`src/hdl/clr_pkg.sv`:
```
// shared constants and types of the clipped line rasterizer
// depends on nothing; used by clr_div and clipped_line_rasterizer
package clr_pkg;

  localparam int FRAC_BITS_DEF   = 16;
  localparam int SCREEN_BITS_DEF = 12;

  // serial divider sizes for the default fraction and screen widths
  localparam int DIV_NUM_W = (34 + FRAC_BITS_DEF > SCREEN_BITS_DEF + 2 * FRAC_BITS_DEF + 1) ?
                             34 + FRAC_BITS_DEF : SCREEN_BITS_DEF + 2 * FRAC_BITS_DEF + 1;
  localparam int DIV_DEN_W = SCREEN_BITS_DEF + FRAC_BITS_DEF + 1;

  localparam int CFG_IDX_W = 2;
  localparam logic [CFG_IDX_W-1:0] CFG_WIDTH  = 2'd0;
  localparam logic [CFG_IDX_W-1:0] CFG_HEIGHT = 2'd1;

  // region code bits
  localparam logic [3:0] RC_LEFT   = 4'd1;
  localparam logic [3:0] RC_RIGHT  = 4'd2;
  localparam logic [3:0] RC_BOTTOM = 4'd4;
  localparam logic [3:0] RC_TOP    = 4'd8;

  localparam logic CMD_LOAD = 1'b0;

  typedef enum logic [1:0] {
    ST_PIXEL  = 2'd0,
    ST_ACCEPT = 2'd1,
    ST_REJECT = 2'd2,
    ST_NOLINE = 2'd3
  } status_e;

endpackage

```
`src/hdl/clipped_line_rasterizer.sv`:
```
// top level of the clipped line rasterizer: sequencer, point registers, shared multiplier
// depends on clr_pkg and clr_div
//
// Usage: an item on the input channel is a load (cmd 0) or a step (cmd 1).
// A load clips the segment to [0,width] x [0,height] and returns one item
// with status accepted or rejected. Each step returns the next pixel of the
// active line, with last_pixel set on the final one; a step with no active
// line returns status 3. The window size (index 0 width, index 1 height)
// must be written over the config port only while the block is idle; the
// user is bound by this, and the block itself does not enforce it;
// cfg_ready_o is always high. A step passes through the states S_SMUL,
// S_STEP and S_PUSH. A load runs the serial divider once per clip round
// (up to four rounds) and once for the slope; NUM_W is the divider width
// (50 at the default sizes); the single radix-2 divider dominates a load.
// in_ready_o is high only while the sequencer is idle. A finished result is
// held in the output register; the next item can be taken while it waits,
// and the block stalls before writing the following result until the
// receiver takes it. Reset drops the active line and sets the window to
// 640 x 480.
module clipped_line_rasterizer #(
  parameter int FRAC_BITS   = clr_pkg::FRAC_BITS_DEF,
  parameter int SCREEN_BITS = clr_pkg::SCREEN_BITS_DEF
) (
  input  logic                          clk_i,
  input  logic                          rst_ni,
  input  logic                          cfg_valid_i,
  output logic                          cfg_ready_o,
  input  logic [clr_pkg::CFG_IDX_W-1:0] cfg_index_i,
  input  logic [SCREEN_BITS-1:0]        cfg_data_i,
  input  logic                          in_valid_i,
  output logic                          in_ready_o,
  input  logic                          cmd_i,
  input  logic signed [15:0]            start_x_i,
  input  logic signed [15:0]            start_y_i,
  input  logic signed [15:0]            end_x_i,
  input  logic signed [15:0]            end_y_i,
  input  logic [7:0]                    red_in_i,
  input  logic [7:0]                    green_in_i,
  input  logic [7:0]                    blue_in_i,
  output logic                          out_valid_o,
  input  logic                          out_ready_i,
  output logic [1:0]                    status_o,
  output logic [SCREEN_BITS-1:0]        pixel_x_o,
  output logic [SCREEN_BITS-1:0]        pixel_y_o,
  output logic [7:0]                    red_out_o,
  output logic [7:0]                    green_out_o,
  output logic [7:0]                    blue_out_o,
  output logic                          last_pixel_o
);

  localparam int F     = FRAC_BITS;
  localparam int S     = SCREEN_BITS;
  localparam int PT_W  = F + 18;
  localparam int CL_W  = S + F + 1;
  localparam int POS_W = S + 1;
  localparam int A_W   = S + F + 2;
  localparam int B_W   = (F + 2 > 17) ? F + 2 : 17;
  localparam int P_W   = A_W + B_W;
  localparam int NUM_W = (34 + F > S + 2 * F + 1) ? 34 + F : S + 2 * F + 1;
  localparam int DEN_W = S + F + 1;
  localparam int FULL_W = ((S + 2 * F + 1 > P_W) ? S + 2 * F + 1 : P_W) + 1;
  localparam logic signed [FULL_W-1:0] MINOR_MAX = FULL_W'((1 << S) - 1);
  localparam logic [2:0] ROUNDS_MAX = 3'd4;

  typedef enum logic [11:0] {
    S_IDLE    = 12'b0000_0000_0001,
    S_CODE    = 12'b0000_0000_0010,
    S_TEST    = 12'b0000_0000_0100,
    S_CMUL    = 12'b0000_0000_1000,
    S_CDIV_GO = 12'b0000_0001_0000,
    S_CDIV    = 12'b0000_0010_0000,
    S_APPLY   = 12'b0000_0100_0000,
    S_SLOPE   = 12'b0000_1000_0000,
    S_SDIV    = 12'b0001_0000_0000,
    S_SMUL    = 12'b0010_0000_0000,
    S_STEP    = 12'b0100_0000_0000,
    S_PUSH    = 12'b1000_0000_0000
  } state_e;

  function automatic logic [3:0] region(input logic signed [PT_W-1:0] px,
                                        input logic signed [PT_W-1:0] py,
                                        input logic signed [PT_W-1:0] wlim,
                                        input logic signed [PT_W-1:0] hlim);
    logic [3:0] c;
    c = '0;
    if (px < 0) c = c | clr_pkg::RC_LEFT;
    else if (px > wlim) c = c | clr_pkg::RC_RIGHT;
    if (py < 0) c = c | clr_pkg::RC_BOTTOM;
    else if (py > hlim) c = c | clr_pkg::RC_TOP;
    return c;
  endfunction

  function automatic logic signed [PT_W-1:0] clampv(input logic signed [PT_W-1:0] v,
                                                    input logic signed [PT_W-1:0] hi);
    logic signed [PT_W-1:0] r;
    r = v;
    if (v < 0) r = '0;
    else if (v > hi) r = hi;
    return r;
  endfunction

  state_e state_q, state_d;

  logic [S-1:0] width_q, height_q;
  logic         line_active_q, line_active_d;
  logic         out_valid_q, out_valid_d;

  // line registers
  logic signed [15:0]     ox1_q, oy1_q, ox2_q, oy2_q;
  logic signed [PT_W-1:0] x1_q, y1_q, x2_q, y2_q;
  logic signed [PT_W-1:0] x1_d, y1_d, x2_d, y2_d;
  logic [3:0]             c1_q, c2_q, co_q;
  logic                   upd1_q;
  logic [2:0]             round_q, round_d;
  logic [7:0]             red_q, green_q, blue_q;
  logic                   maj_x_q;
  logic [POS_W-1:0]       pos_q, pos_d, lim_q;
  logic signed [F+1:0]    slope_q;

  // shared multiplier and divider handles
  logic signed [A_W-1:0]  mul_a;
  logic signed [B_W-1:0]  mul_b;
  logic signed [P_W-1:0]  prod_d, prod_q;
  logic signed [16:0]     cden_q;
  logic                   qneg_q, qneg_d, qzero_q, qzero_d;
  logic                   div_start, div_done;
  logic [NUM_W-1:0]       div_num, div_quo;
  logic [DEN_W-1:0]       div_den;

  // pending result
  clr_pkg::status_e       res_status_q, res_status_d;
  logic [S-1:0]           res_x_q, res_x_d, res_y_q, res_y_d;
  logic                   res_last_q, res_last_d, res_pix_q, res_pix_d;

  // output register
  logic [1:0]             out_status_q;
  logic [S-1:0]           out_x_q, out_y_q;
  logic [7:0]             out_r_q, out_g_q, out_b_q;
  logic                   out_last_q;

  logic signed [PT_W-1:0] wf, hf;
  assign wf = $signed(PT_W'({width_q, {F{1'b0}}}));
  assign hf = $signed(PT_W'({height_q, {F{1'b0}}}));

  // clip round operands, original endpoints
  logic signed [16:0] dx_o, dy_o, ew, eh, ex0, ey0;
  logic               co_vert;
  assign dx_o    = 17'(ox2_q) - 17'(ox1_q);
  assign dy_o    = 17'(oy2_q) - 17'(oy1_q);
  assign ew      = $signed(17'(width_q)) - 17'(ox1_q);
  assign eh      = $signed(17'(height_q)) - 17'(oy1_q);
  assign ex0     = -17'(ox1_q);
  assign ey0     = -17'(oy1_q);
  assign co_vert = |(co_q & (clr_pkg::RC_TOP | clr_pkg::RC_BOTTOM));

  // slope setup from the clipped points
  logic signed [PT_W-1:0] dxp, dyp;
  logic [PT_W-1:0]        mx, my;
  logic                   maj_x;
  logic [PT_W-1:0]        a1, a2, alo, ahi;
  assign dxp   = x2_q - x1_q;
  assign dyp   = y2_q - y1_q;
  assign mx    = dxp[PT_W-1] ? PT_W'(-dxp) : PT_W'(dxp);
  assign my    = dyp[PT_W-1] ? PT_W'(-dyp) : PT_W'(dyp);
  assign maj_x = mx > my;
  assign a1    = maj_x ? x1_q : y1_q;
  assign a2    = maj_x ? x2_q : y2_q;
  assign alo   = (a1 > a2) ? a2 : a1;
  assign ahi   = (a1 > a2) ? a1 : a2;

  // signed quotient
  logic [PT_W-1:0]        qtr;
  logic signed [PT_W-1:0] qs;
  assign qtr = div_quo[PT_W-1:0];
  assign qs  = qzero_q ? '0 : (qneg_q ? -$signed(qtr) : $signed(qtr));

  logic [P_W-1:0] pabs;
  assign pabs = prod_q[P_W-1] ? P_W'(-prod_q) : P_W'(prod_q);

  // step arithmetic
  logic signed [PT_W-1:0]   om, on;
  logic signed [A_W-1:0]    off;
  logic signed [FULL_W-1:0] full, qf, qadj;
  logic [S-1:0]             minor;
  assign om   = maj_x_q ? x1_q : y1_q;
  assign on   = maj_x_q ? y1_q : x1_q;
  assign off  = $signed(A_W'({pos_q, {F{1'b0}}})) - A_W'(om);
  assign full = $signed(FULL_W'({on[CL_W-1:0], {F{1'b0}}})) + FULL_W'(prod_q);
  assign qf   = full >>> (2 * F);
  // truncate toward zero
  assign qadj = (full[FULL_W-1] && (|full[2*F-1:0])) ? qf + FULL_W'(1) : qf;
  always_comb begin
    if (qadj < 0) minor = '0;
    else if (qadj > MINOR_MAX) minor = MINOR_MAX[S-1:0];
    else minor = qadj[S-1:0];
  end

  always_comb begin
    mul_a = A_W'(off);
    mul_b = B_W'(slope_q);
    if (state_q == S_CMUL) begin
      mul_a = co_vert ? A_W'(dx_o) : A_W'(dy_o);
      if (|(co_q & clr_pkg::RC_TOP)) mul_b = B_W'(eh);
      else if (|(co_q & clr_pkg::RC_BOTTOM)) mul_b = B_W'(ey0);
      else if (|(co_q & clr_pkg::RC_RIGHT)) mul_b = B_W'(ew);
      else mul_b = B_W'(ex0);
    end
  end
  assign prod_d = mul_a * mul_b;

  always_comb begin
    div_start = 1'b0;
    div_num   = NUM_W'({pabs[NUM_W-F-1:0], {F{1'b0}}});
    div_den   = DEN_W'(cden_q[16] ? 17'(-cden_q) : 17'(cden_q));
    qneg_d    = qneg_q;
    qzero_d   = qzero_q;
    if (state_q == S_CDIV_GO) begin
      div_start = 1'b1;
      qneg_d    = prod_q[P_W-1] ^ cden_q[16];
      qzero_d   = cden_q == '0;
    end else if (state_q == S_SLOPE) begin
      div_start = 1'b1;
      div_num   = maj_x ? NUM_W'({my[CL_W-1:0], {F{1'b0}}})
                        : NUM_W'({mx[CL_W-1:0], {F{1'b0}}});
      div_den   = maj_x ? DEN_W'(mx[CL_W-1:0]) : DEN_W'(my[CL_W-1:0]);
      qneg_d    = dxp[PT_W-1] ^ dyp[PT_W-1];
      qzero_d   = maj_x ? (mx == '0) : (my == '0);
    end
  end

  clr_div #(
    .NUM_W(NUM_W),
    .DEN_W(DEN_W)
  ) u_div (
    .clk_i  (clk_i),
    .rst_ni (rst_ni),
    .start_i(div_start),
    .num_i  (div_num),
    .den_i  (div_den),
    .done_o (div_done),
    .quo_o  (div_quo)
  );

  logic in_take, out_load;
  assign in_ready_o = state_q == S_IDLE;
  assign in_take    = in_valid_i && in_ready_o;
  assign out_load   = (state_q == S_PUSH) && (!out_valid_q || out_ready_i);

  always_comb begin
    state_d       = state_q;
    line_active_d = line_active_q;
    round_d       = round_q;
    pos_d         = pos_q;
    x1_d          = x1_q;
    y1_d          = y1_q;
    x2_d          = x2_q;
    y2_d          = y2_q;
    res_status_d  = res_status_q;
    res_x_d       = res_x_q;
    res_y_d       = res_y_q;
    res_last_d    = res_last_q;
    res_pix_d     = res_pix_q;
    unique case (state_q)
      S_IDLE: begin
        if (in_take) begin
          res_x_d    = '0;
          res_y_d    = '0;
          res_last_d = 1'b0;
          res_pix_d  = 1'b0;
          if (cmd_i == clr_pkg::CMD_LOAD) begin
            x1_d    = $signed(PT_W'(start_x_i)) <<< F;
            y1_d    = $signed(PT_W'(start_y_i)) <<< F;
            x2_d    = $signed(PT_W'(end_x_i)) <<< F;
            y2_d    = $signed(PT_W'(end_y_i)) <<< F;
            round_d = '0;
            state_d = S_CODE;
          end else if (!line_active_q) begin
            res_status_d = clr_pkg::ST_NOLINE;
            state_d      = S_PUSH;
          end else begin
            state_d = S_SMUL;
          end
        end
      end
      S_CODE: state_d = S_TEST;
      S_TEST: begin
        priority if (c1_q == '0 && c2_q == '0) begin
          state_d = S_SLOPE;
        end else if ((c1_q & c2_q) != '0) begin
          line_active_d = 1'b0;
          res_status_d  = clr_pkg::ST_REJECT;
          state_d       = S_PUSH;
        end else if (round_q == ROUNDS_MAX) begin
          // rounds used up: pull both points into the window
          x1_d    = clampv(x1_q, wf);
          y1_d    = clampv(y1_q, hf);
          x2_d    = clampv(x2_q, wf);
          y2_d    = clampv(y2_q, hf);
          state_d = S_SLOPE;
        end else begin
          round_d = round_q + 3'd1;
          state_d = S_CMUL;
        end
      end
      S_CMUL:    state_d = S_CDIV_GO;
      S_CDIV_GO: state_d = S_CDIV;
      S_CDIV: begin
        if (div_done) state_d = S_APPLY;
      end
      S_APPLY: begin
        logic signed [PT_W-1:0] nx, ny;
        nx = ($signed(PT_W'(ox1_q)) <<< F) + qs;
        ny = ($signed(PT_W'(oy1_q)) <<< F) + qs;
        if (|(co_q & clr_pkg::RC_TOP)) ny = hf;
        else if (|(co_q & clr_pkg::RC_BOTTOM)) ny = '0;
        else if (|(co_q & clr_pkg::RC_RIGHT)) nx = wf;
        else nx = '0;
        if (upd1_q) begin
          x1_d = nx;
          y1_d = ny;
        end else begin
          x2_d = nx;
          y2_d = ny;
        end
        state_d = S_CODE;
      end
      S_SLOPE: begin
        pos_d   = alo[F +: POS_W];
        state_d = S_SDIV;
      end
      S_SDIV: begin
        if (div_done) begin
          line_active_d = 1'b1;
          res_status_d  = clr_pkg::ST_ACCEPT;
          state_d       = S_PUSH;
        end
      end
      S_SMUL: state_d = S_STEP;
      S_STEP: begin
        res_status_d = clr_pkg::ST_PIXEL;
        res_pix_d    = 1'b1;
        res_x_d      = maj_x_q ? pos_q[S-1:0] : minor;
        res_y_d      = maj_x_q ? minor : pos_q[S-1:0];
        res_last_d   = pos_q >= lim_q;
        if (pos_q >= lim_q) line_active_d = 1'b0;
        else pos_d = pos_q + POS_W'(1);
        state_d = S_PUSH;
      end
      S_PUSH: begin
        if (out_load) state_d = S_IDLE;
      end
      default: state_d = S_IDLE;
    endcase
  end

  always_comb begin
    out_valid_d = out_valid_q;
    if (out_ready_i) out_valid_d = 1'b0;
    if (out_load) out_valid_d = 1'b1;
  end

  always_ff @(posedge clk_i or negedge rst_ni) begin
    if (!rst_ni) begin
      state_q       <= S_IDLE;
      line_active_q <= 1'b0;
      out_valid_q   <= 1'b0;
      round_q       <= '0;
      width_q       <= S'(640);
      height_q      <= S'(480);
    end else begin
      state_q       <= state_d;
      line_active_q <= line_active_d;
      out_valid_q   <= out_valid_d;
      round_q       <= round_d;
      if (cfg_valid_i) begin
        if (cfg_index_i == clr_pkg::CFG_WIDTH) width_q <= cfg_data_i;
        else if (cfg_index_i == clr_pkg::CFG_HEIGHT) height_q <= cfg_data_i;
      end
    end
  end

  always_ff @(posedge clk_i) begin
    x1_q         <= x1_d;
    y1_q         <= y1_d;
    x2_q         <= x2_d;
    y2_q         <= y2_d;
    pos_q        <= pos_d;
    qneg_q       <= qneg_d;
    qzero_q      <= qzero_d;
    res_status_q <= res_status_d;
    res_x_q      <= res_x_d;
    res_y_q      <= res_y_d;
    res_last_q   <= res_last_d;
    res_pix_q    <= res_pix_d;
    if (in_take && cmd_i == clr_pkg::CMD_LOAD) begin
      ox1_q   <= start_x_i;
      oy1_q   <= start_y_i;
      ox2_q   <= end_x_i;
      oy2_q   <= end_y_i;
      red_q   <= red_in_i;
      green_q <= green_in_i;
      blue_q  <= blue_in_i;
    end
    if (state_q == S_CODE) begin
      c1_q <= region(x1_q, y1_q, wf, hf);
      c2_q <= region(x2_q, y2_q, wf, hf);
    end
    if (state_q == S_TEST) begin
      co_q   <= (c1_q != '0) ? c1_q : c2_q;
      upd1_q <= c1_q != '0;
    end
    if (state_q == S_CMUL) begin
      cden_q <= co_vert ? dy_o : dx_o;
    end
    if (state_q == S_CMUL || state_q == S_SMUL) begin
      prod_q <= prod_d;
    end
    if (state_q == S_SLOPE) begin
      maj_x_q <= maj_x;
      lim_q   <= ahi[F +: POS_W];
    end
    if (state_q == S_SDIV && div_done) begin
      slope_q <= qs[F+1:0];
    end
    if (out_load) begin
      out_status_q <= res_status_q;
      out_x_q      <= res_x_q;
      out_y_q      <= res_y_q;
      out_r_q      <= res_pix_q ? red_q : 8'd0;
      out_g_q      <= res_pix_q ? green_q : 8'd0;
      out_b_q      <= res_pix_q ? blue_q : 8'd0;
      out_last_q   <= res_last_q;
    end
  end

  assign cfg_ready_o  = 1'b1;
  assign out_valid_o  = out_valid_q;
  assign status_o     = out_status_q;
  assign pixel_x_o    = out_x_q;
  assign pixel_y_o    = out_y_q;
  assign red_out_o    = out_r_q;
  assign green_out_o  = out_g_q;
  assign blue_out_o   = out_b_q;
  assign last_pixel_o = out_last_q;

  a_div_done_waited: assert property (@(posedge clk_i) disable iff (!rst_ni)
    div_done |-> (state_q == S_CDIV || state_q == S_SDIV))
    else $error("divider finished outside a wait state");

  a_round_bound: assert property (@(posedge clk_i) disable iff (!rst_ni)
    round_q <= ROUNDS_MAX)
    else $error("clip round count past four");

  a_busy_after_take: assert property (@(posedge clk_i) disable iff (!rst_ni)
    in_take |=> !in_ready_o)
    else $error("ready right after taking an item");

endmodule

```
`src/hdl/clr_div.sv`:
```
// restoring unsigned divider, one quotient bit per cycle
// depends on clr_pkg for default sizes
module clr_div #(
  parameter int NUM_W = clr_pkg::DIV_NUM_W,
  parameter int DEN_W = clr_pkg::DIV_DEN_W
) (
  input  logic             clk_i,
  input  logic             rst_ni,
  input  logic             start_i,
  input  logic [NUM_W-1:0] num_i,
  input  logic [DEN_W-1:0] den_i,
  output logic             done_o,
  output logic [NUM_W-1:0] quo_o
);

  localparam int CNT_W = $clog2(NUM_W + 1);
  localparam logic [CNT_W-1:0] CNT_LOAD = CNT_W'(NUM_W);
  localparam logic [CNT_W-1:0] CNT_ONE  = CNT_W'(1);

  logic             busy_q, busy_d;
  logic             done_q, done_d;
  logic [CNT_W-1:0] cnt_q, cnt_d;
  logic [DEN_W-1:0] rem_q, rem_d;
  logic [DEN_W-1:0] den_q;
  logic [NUM_W-1:0] quo_q, quo_d;
  logic [DEN_W:0]   shifted;
  logic [DEN_W:0]   diff;
  logic             ge;

  assign shifted = {rem_q, quo_q[NUM_W-1]};
  assign diff    = shifted - {1'b0, den_q};
  assign ge      = shifted >= {1'b0, den_q};

  always_comb begin
    busy_d = busy_q;
    done_d = 1'b0;
    cnt_d  = cnt_q;
    rem_d  = rem_q;
    quo_d  = quo_q;
    if (start_i) begin
      busy_d = 1'b1;
      cnt_d  = CNT_LOAD;
      rem_d  = '0;
      quo_d  = num_i;
    end else if (busy_q) begin
      rem_d = ge ? diff[DEN_W-1:0] : shifted[DEN_W-1:0];
      quo_d = {quo_q[NUM_W-2:0], ge};
      cnt_d = cnt_q - CNT_ONE;
      if (cnt_q == CNT_ONE) begin
        busy_d = 1'b0;
        done_d = 1'b1;
      end
    end
  end

  always_ff @(posedge clk_i or negedge rst_ni) begin
    if (!rst_ni) begin
      busy_q <= 1'b0;
      done_q <= 1'b0;
      cnt_q  <= '0;
    end else begin
      busy_q <= busy_d;
      done_q <= done_d;
      cnt_q  <= cnt_d;
    end
  end

  always_ff @(posedge clk_i) begin
    rem_q <= rem_d;
    quo_q <= quo_d;
    if (start_i) begin
      den_q <= den_i;
    end
  end

  assign done_o = done_q;
  assign quo_o  = quo_q;

endmodule

```
`config.mk`:
```
export PLATFORM = sky130hd
export DESIGN_NAME = clipped_line_rasterizer
export DESIGN_NICKNAME = d
export VERILOG_FILES = /design/src/hdl/clr_pkg.sv /design/src/hdl/clipped_line_rasterizer.sv /design/src/hdl/clr_div.sv
export SDC_FILE = /design/constraint.sdc
export NUM_CORES = 2
export LEC_CHECK = 0
export BUFFER_PORTS_ARGS = -buffer_cell sky130_fd_sc_hd__buf_2
export CORE_ASPECT_RATIO = 1.25
export CORE_MARGIN = 10
export CORE_UTILIZATION = 68
export CTS_CLUSTER_SIZE = 24
export DETAILED_ROUTE_END_ITERATION = 12
export HOLD_SLACK_MARGIN = 0.02
export PLACE_DENSITY_LB_ADDON = 0.1
export SETUP_SLACK_MARGIN = 0.1
export SLEW_MARGIN = 20
export SYNTH_ARGS = -nofsm -noshare
export SYNTH_HDL_FRONTEND = slang
export SYNTH_SLANG_ARGS = --single-unit
```
`constraint.sdc`:
```
create_clock -name clk_i -period 20.9 [get_ports clk_i]
set_input_delay 1.045 -clock clk_i [delete_from_list [all_inputs] [get_ports clk_i]]
set_output_delay 1.045 -clock clk_i [all_outputs]
set_load 0.02 [all_outputs]
```
Word-level counts from Yosys, hierarchy flattened
Cells that the tools add are included.
{"block": "classes", "n_mux": 136, "bitwise": 5, "reduce_logical": 40, "addsub": 22, "multipliers": 1, "n_lt_le_gt_ge": 14, "eq_ne": 35}
{"cell": "$mux 34", "count": 43}
{"cell": "$pmux 34 s3", "count": 4}
{"cell": "$mux 29", "count": 8}
{"cell": "$mux 50", "count": 4}
{"cell": "$mux 12", "count": 13}
{"cell": "$pmux 12 s12", "count": 1}
{"cell": "$gt 34x29->1", "count": 4}
{"cell": "$lt 34x1->1 const B", "count": 4}
{"cell": "$neg 34->34", "count": 4}
{"cell": "$mux 30", "count": 3}
{"cell": "$mux 18", "count": 4}
{"cell": "$add 32x34->34", "count": 2}
{"cell": "$gt 34x34->1", "count": 2}
{"cell": "$logic_not 34->1", "count": 2}
{"cell": "$sub 34x34->34", "count": 2}
{"cell": "$add 46x48->49", "count": 1}
{"cell": "$gt 49x13->1 const B", "count": 1}
{"cell": "$lt 49x1->1 const B", "count": 1}
{"cell": "$mux 49", "count": 1}
{"cell": "$mul 30x18->48", "count": 1}
{"cell": "$pmux 12 s2", "count": 2}
{"cell": "$mux 45", "count": 1}
{"cell": "$neg 16->17", "count": 2}
{"cell": "$sub 13x16->17", "count": 2}
{"cell": "other kinds (63)", "count": 141}
{"block": "totals", "out_inout_bits": 54, "ff_bits": 585, "in_bits": 108, "elab_cells": 302}

Depth between registers and ports, before layout
{"block": "logic_depth", "ltp_word": 10, "depth_mapped": 47, "ltp_nobuf": 43}

Modules after synthesis
From an unflattened synthesis, not the netlist that was laid out.
{"block": "unflattened", "cells_unflattened": 7037, "hier_area_um2": 63696.1}
{"mod": "clipped_line_rasterizer", "cells_per_inst": 6444, "instances": 1, "area_per_inst_um2": 57209.9, "seq_area_each_um2": 13857.0}
{"mod": "clr_div", "cells_per_inst": 593, "instances": 1, "area_per_inst_um2": 6486.2, "seq_area_each_um2": 3153.0}

Worst setup path after synthesis
No wires, ideal clock.
{"block": "synth_path", "path_kind": "register -> register", "startpoint": "register maj_x_q", "endpoint": "register prod_q[46] (data pin)", "setup_slack_ps": 10050, "n_path_buf": 6, "setup_ps": 264, "path_stages_with_launch": 43, "synth_period_minus_slack_ps": 10850, "arrival_time_ps": 10587, "cell_sequence": "edfxtp_1 > clkbuf_1 > clkbuf_1 > clkbuf_1 > clkbuf_1 > clkbuf_1 > mux2i_1 > ha_1 > o211ai_1 > o41ai_1 > a21oi_1 > o21bai_1 > a21oi_1 > o21ai_0 > nor2_1 > xor2_1 > a21oi_1 > clkbuf_1 > [7 not listed] > inv_1 > fa_1 > inv_1 > ha_1 > a21o_1 > a21o_1 > a21o_1 > a311o_1 > a21o_1 > a21o_1 > a21oi_1 > a21boi_0 > o21ai_0 > a21oi_1 > o21ai_0 > nand2_1 > a221oi_1 > xnor2_1"}
{"block": "synth_between", "elab_chain_len": 4}
{"element": "start, declared", "line": "clipped_line_rasterizer.sv:116", "text": "logic maj_x_q;"}
{"element": "start signal, assigned", "line": "clipped_line_rasterizer.sv:419", "text": "maj_x_q <= maj_x;"}
{"element": "$mux 30", "line": "clipped_line_rasterizer.sv:185", "text": "assign om = maj_x_q ? x1_q : y1_q;"}
{"element": "$sub 30x30->30", "line": "clipped_line_rasterizer.sv:187", "text": "assign off = $signed(A_W'({pos_q, {F{1'b0}}})) - A_W'(om);"}
{"element": "$mux 30", "line": "clipped_line_rasterizer.sv:201", "text": "if (state_q == S_CMUL) begin"}
{"element": "$mul 30x18->48", "line": "clipped_line_rasterizer.sv:209", "text": "assign prod_d = mul_a * mul_b;"}
{"element": "named net prod_d[46]", "line": "clipped_line_rasterizer.sv:123", "text": "logic signed [P_W-1:0] prod_d, prod_q;"}
{"element": "end signal, assigned", "line": "clipped_line_rasterizer.sv:416", "text": "prod_q <= prod_d;"}
{"element": "end, declared", "line": "clipped_line_rasterizer.sv:123"}
The timed path passes the listed nets, and every way through them passes these cells.
A chain may end at the register's enable or synchronous reset.

Worst setup path after layout
{"block": "layout_path", "startpoint": "register oy1_q[0]", "endpoint": "register prod_q[46] (data pin)"}
{"block": "layout_between", "elab_chain_len": 5, "elab_cells_between_ends": 9, "classes_between": "3 x add/sub; 1 x mul; 5 x mux"}
{"element": "start, declared", "line": "clipped_line_rasterizer.sv:109", "text": "logic signed [15:0] ox1_q, oy1_q, ox2_q, oy2_q;"}
{"element": "start signal, assigned", "line": "clipped_line_rasterizer.sv:397", "text": "oy1_q <= start_y_i;"}
{"element": "$neg 16->17", "line": "clipped_line_rasterizer.sv:153", "text": "assign ey0 = -17'(oy1_q);"}
{"element": "$mux 18", "line": "clipped_line_rasterizer.sv:204", "text": "else if (|(co_q & clr_pkg::RC_BOTTOM)) mul_b = B_W'(ey0);"}
{"element": "$mux 18", "line": "clipped_line_rasterizer.sv:203", "text": "if (|(co_q & clr_pkg::RC_TOP)) mul_b = B_W'(eh);"}
{"element": "$mux 18", "line": "clipped_line_rasterizer.sv:201"}
{"element": "$mul 30x18->48 (*)", "line": "clipped_line_rasterizer.sv:209"}
{"element": "named net prod_d[46]", "line": "clipped_line_rasterizer.sv:123"}
The timed path passes the listed nets; every way through them passes the cells marked *.

==> impl_results.md <==
* Number of warning messages in the yosys log at 0
* Post-route DRC at 0
* Top FF cell, synth: edfxtp_1
* Arrival @ worst endpoint at 12,240 ps
* Top cells by area, synth: edfxtp_1 (24%), fa_1 (17%), ha_1 (9.6%)
* Setup repair after global routing missed its margin: no
* Area share of the largest cell type after synthesis at 0.241
* Clock Tree Root: clkbuf_16
* Total core area at 0.0918 mm²
* Post-CTS sizing at 0
* Worst clock skew on the final layout at 26.0 ps
* Vias at 57,500
* Starting Density at 0.688
* FFs w/ async S/R, synth at 0.0839
* Top-level port count at 162
* Cell repeated most along the worst path: fa_1
* Syn Std Cell Area at 0.0632 mm²
* Post-CTS setup repair buffer count at 0
* Share of the clock period used by the worst path after layout at 0.566
* TritonRoute pass-1 iters at 9
* Clock transition at path regs at 80 ps
* Placer's final routability congestion estimate at 1.11
* DR WL/cell at 29.9 µm
* Antenna violations before repair at 25
* Largest net degree at the start of global routing at 191
* Syn_nets at 8,105
* Number of port buffers at 160
* Reported max-cap violation count at 0
* Clock Latency Late Sink at 680 ps
* Area delta synth->final at 7.02%
* Final total negative setup slack at 0 ps
* Wire length after detailed routing at 248,000 µm
* Crit path required time at 21,310 ps
* Leftover overflow at the end of global routing at 0
* H-tree depth reported by CTS at 2
* HPWL after detailed placement at 194,000 µm
* TritonCTS clock tree: done
* Total number of nets in the final design at 8,175
* Max-slew violation total from the final report at 0
* Relative slew slack at 0.116
* Maximum clock frequency at 84.6 MHz
* Detail-routed via count per cell at 6.92
* Worst Setup Path Type: reg2reg
* Count of endpoints failing hold in the final timing report at 0
* Number of register bits inferred by synthesis at 584
* CP endpoint kind: flop
* Remaining antenna violation count after routing at 0
* Post-synthesis average cell area at 9.05 µm²
* Run status: completed
* Cells after Synth at 6,979
* Tightest Pin Transition at 1320 ps
* Number of synthesized flops with an enable pin at 506
* Global-route wire length before repair at 364,000 µm
* Die width at 293 µm
* Post-CTS Hold Fix Bufs at 0
* Portion of the post-synthesis area used by sequential elements at 0.269
* Number of global-route vias before repair at 57,900
* Hold Crit Class: reg2reg
* Critical Path Start Type: flop
* 1st-iter DRT viols at 7,471
* Count of standard-cell rows at 124
* Worst-path maximum fanout at 15
* Largest buffer count on any clock path at 3
* Final-report setup violation count at 0
* Die ar. at 0.106 mm²
* Fraction of layout instances using a drive strength above 1 at 0.0714
* Number of buffers created by CTS at 58
* Chip Height at 361 µm
* Worst path max stage delay at 850 ps
* Cell taking the most area after synthesis: edfxtp_1
* Overall Global Routing Usage at 0.464
* CP max-delay cell: o21ai_0
* Crit path time final at 11,830 ps
* Clock sink total at 584
* Synth unique cells at 108
-- sequential cells by signal, summed over array words and instances, names as in the netlist, 17 cells and up --
name and flops:
x1_q 34, y2_q 34, u_div.den_q 29, u_div.rem_q 29, slope_q 18, cden_q 17, x2_q 34, prod_q 48
y1_q 34, u_div.quo_o 50
-- per-stage QoR --
step | setup WS, ps | hold WS, ps | util | area [µm²] | instances
after floorplan | 10050 | 400 | - | 63200 | 6979
after global placement | 9800 | 401 | 0.713 | 65500 | 8184
after detailed placement | 9440 | 405 | 0.713 | 65500 | 8184
final | 9070 | 408 | 0.736 | 67600 | 8310
after CTS | 9360 | 415 | 0.735 | 67500 | 8293
after global routing | 8440 | 419 | 0.735 | 67600 | 8297
-- routing by layer --
layer,global-route usage,share of wire,up-vias
met5,0,0.00062,-
met2,0.716,0.44,4735
met1,0.511,0.31,27100
li1,-,-,24100
met4,0.425,0.12,24
met3,0.144,0.13,1527
-- path summary, 6_finish.rpt --
kind	from	cells past startpoint	slack, ps	endpoint
worst max-delay path	oy1_q[0]	40	9070	prod_q[46]
worst min-delay path	res_x_q[5]	0	410	pixel_x_o[5]
worst max register to register	oy1_q[0]	40	9070	prod_q[46]
worst min register to register	res_x_q[5]	0	410	pixel_x_o[5]
max in group asynchronous	rst_ni	2	19830	width_q[11]
min in group asynchronous	rst_ni	2	540	round_q[0]
-- worst max-delay path, delay by kind of cell, from the launching register on --
kind,cells,cell delay (ps)
flip-flops,1,470
adder cells (fa/ha/maj),9,4010
AO/OA/AOI/OAI,21,5460
XOR/XNOR,1,100
AND/OR/NAND/NOR,5,1200
buffers and inverters,4,350
-- cell usage after synthesis (all sizes together) (79+ instances only) --
library cell	n
nand2	863
xnor2	271
nand3	90
ha	487
xor2	150
nor2b	89
mux2i	111
a21oi	401
nor3	104
nor2	458
edfxtp	506
nand2b	83
clkbuf	245
fa	531
a21o	138
inv	883
o21ai	366
o21a	79
and2	121
-- cell families after synthesis --
| group | share of synthesized area |
|---|---|
| flip-flops | 0.269 |
| other | 0.0000594 |
| adder cells (fa/ha/maj) | 0.265 |
| AO/OA/AOI/OAI | 0.151 |
| AND/OR/NAND/NOR | 0.164 |
| buffers and inverters | 0.0686 |
| multiplexers | 0.0229 |
| XOR/XNOR | 0.0585 |
-- cells in the final DEF (no fill, tap or decap), types with 44 or more instances in the layout --
cell type,n
inv_1,879
nand2_1,860
fa_1,531
edfxtp_1,506
ha_1,487
nor2_1,452
a21oi_1,397
o21ai_0,342
xnor2_1,270
buf_2,161
xor2_1,150
a21o_1,138
and2_1,121
buf_4,113
mux2i_1,110
nor3_1,101
nand3_1,90
nor2b_1,88
nand2b_1,83
o21a_1,79
and3_1,72
nand4_1,63
a22oi_1,58
clkbuf_16,58
o31ai_1,46
o211ai_1,45
or3_1,44
nor4_1,44
-- final cells by class --
type	count	area (µm²)
multi-input combinational	5244	42000
antenna	15	37.5
inverter	885	3320
clock inverter	42	515
fill	6462	24300
sequential	584	17000
clock buffer	67	1500
tap	1197	1500
timing repair buffer	276	1700
Power is not shown: default switching activity piles up to over one toggle a cycle in this logic, so the estimate is an artifact.
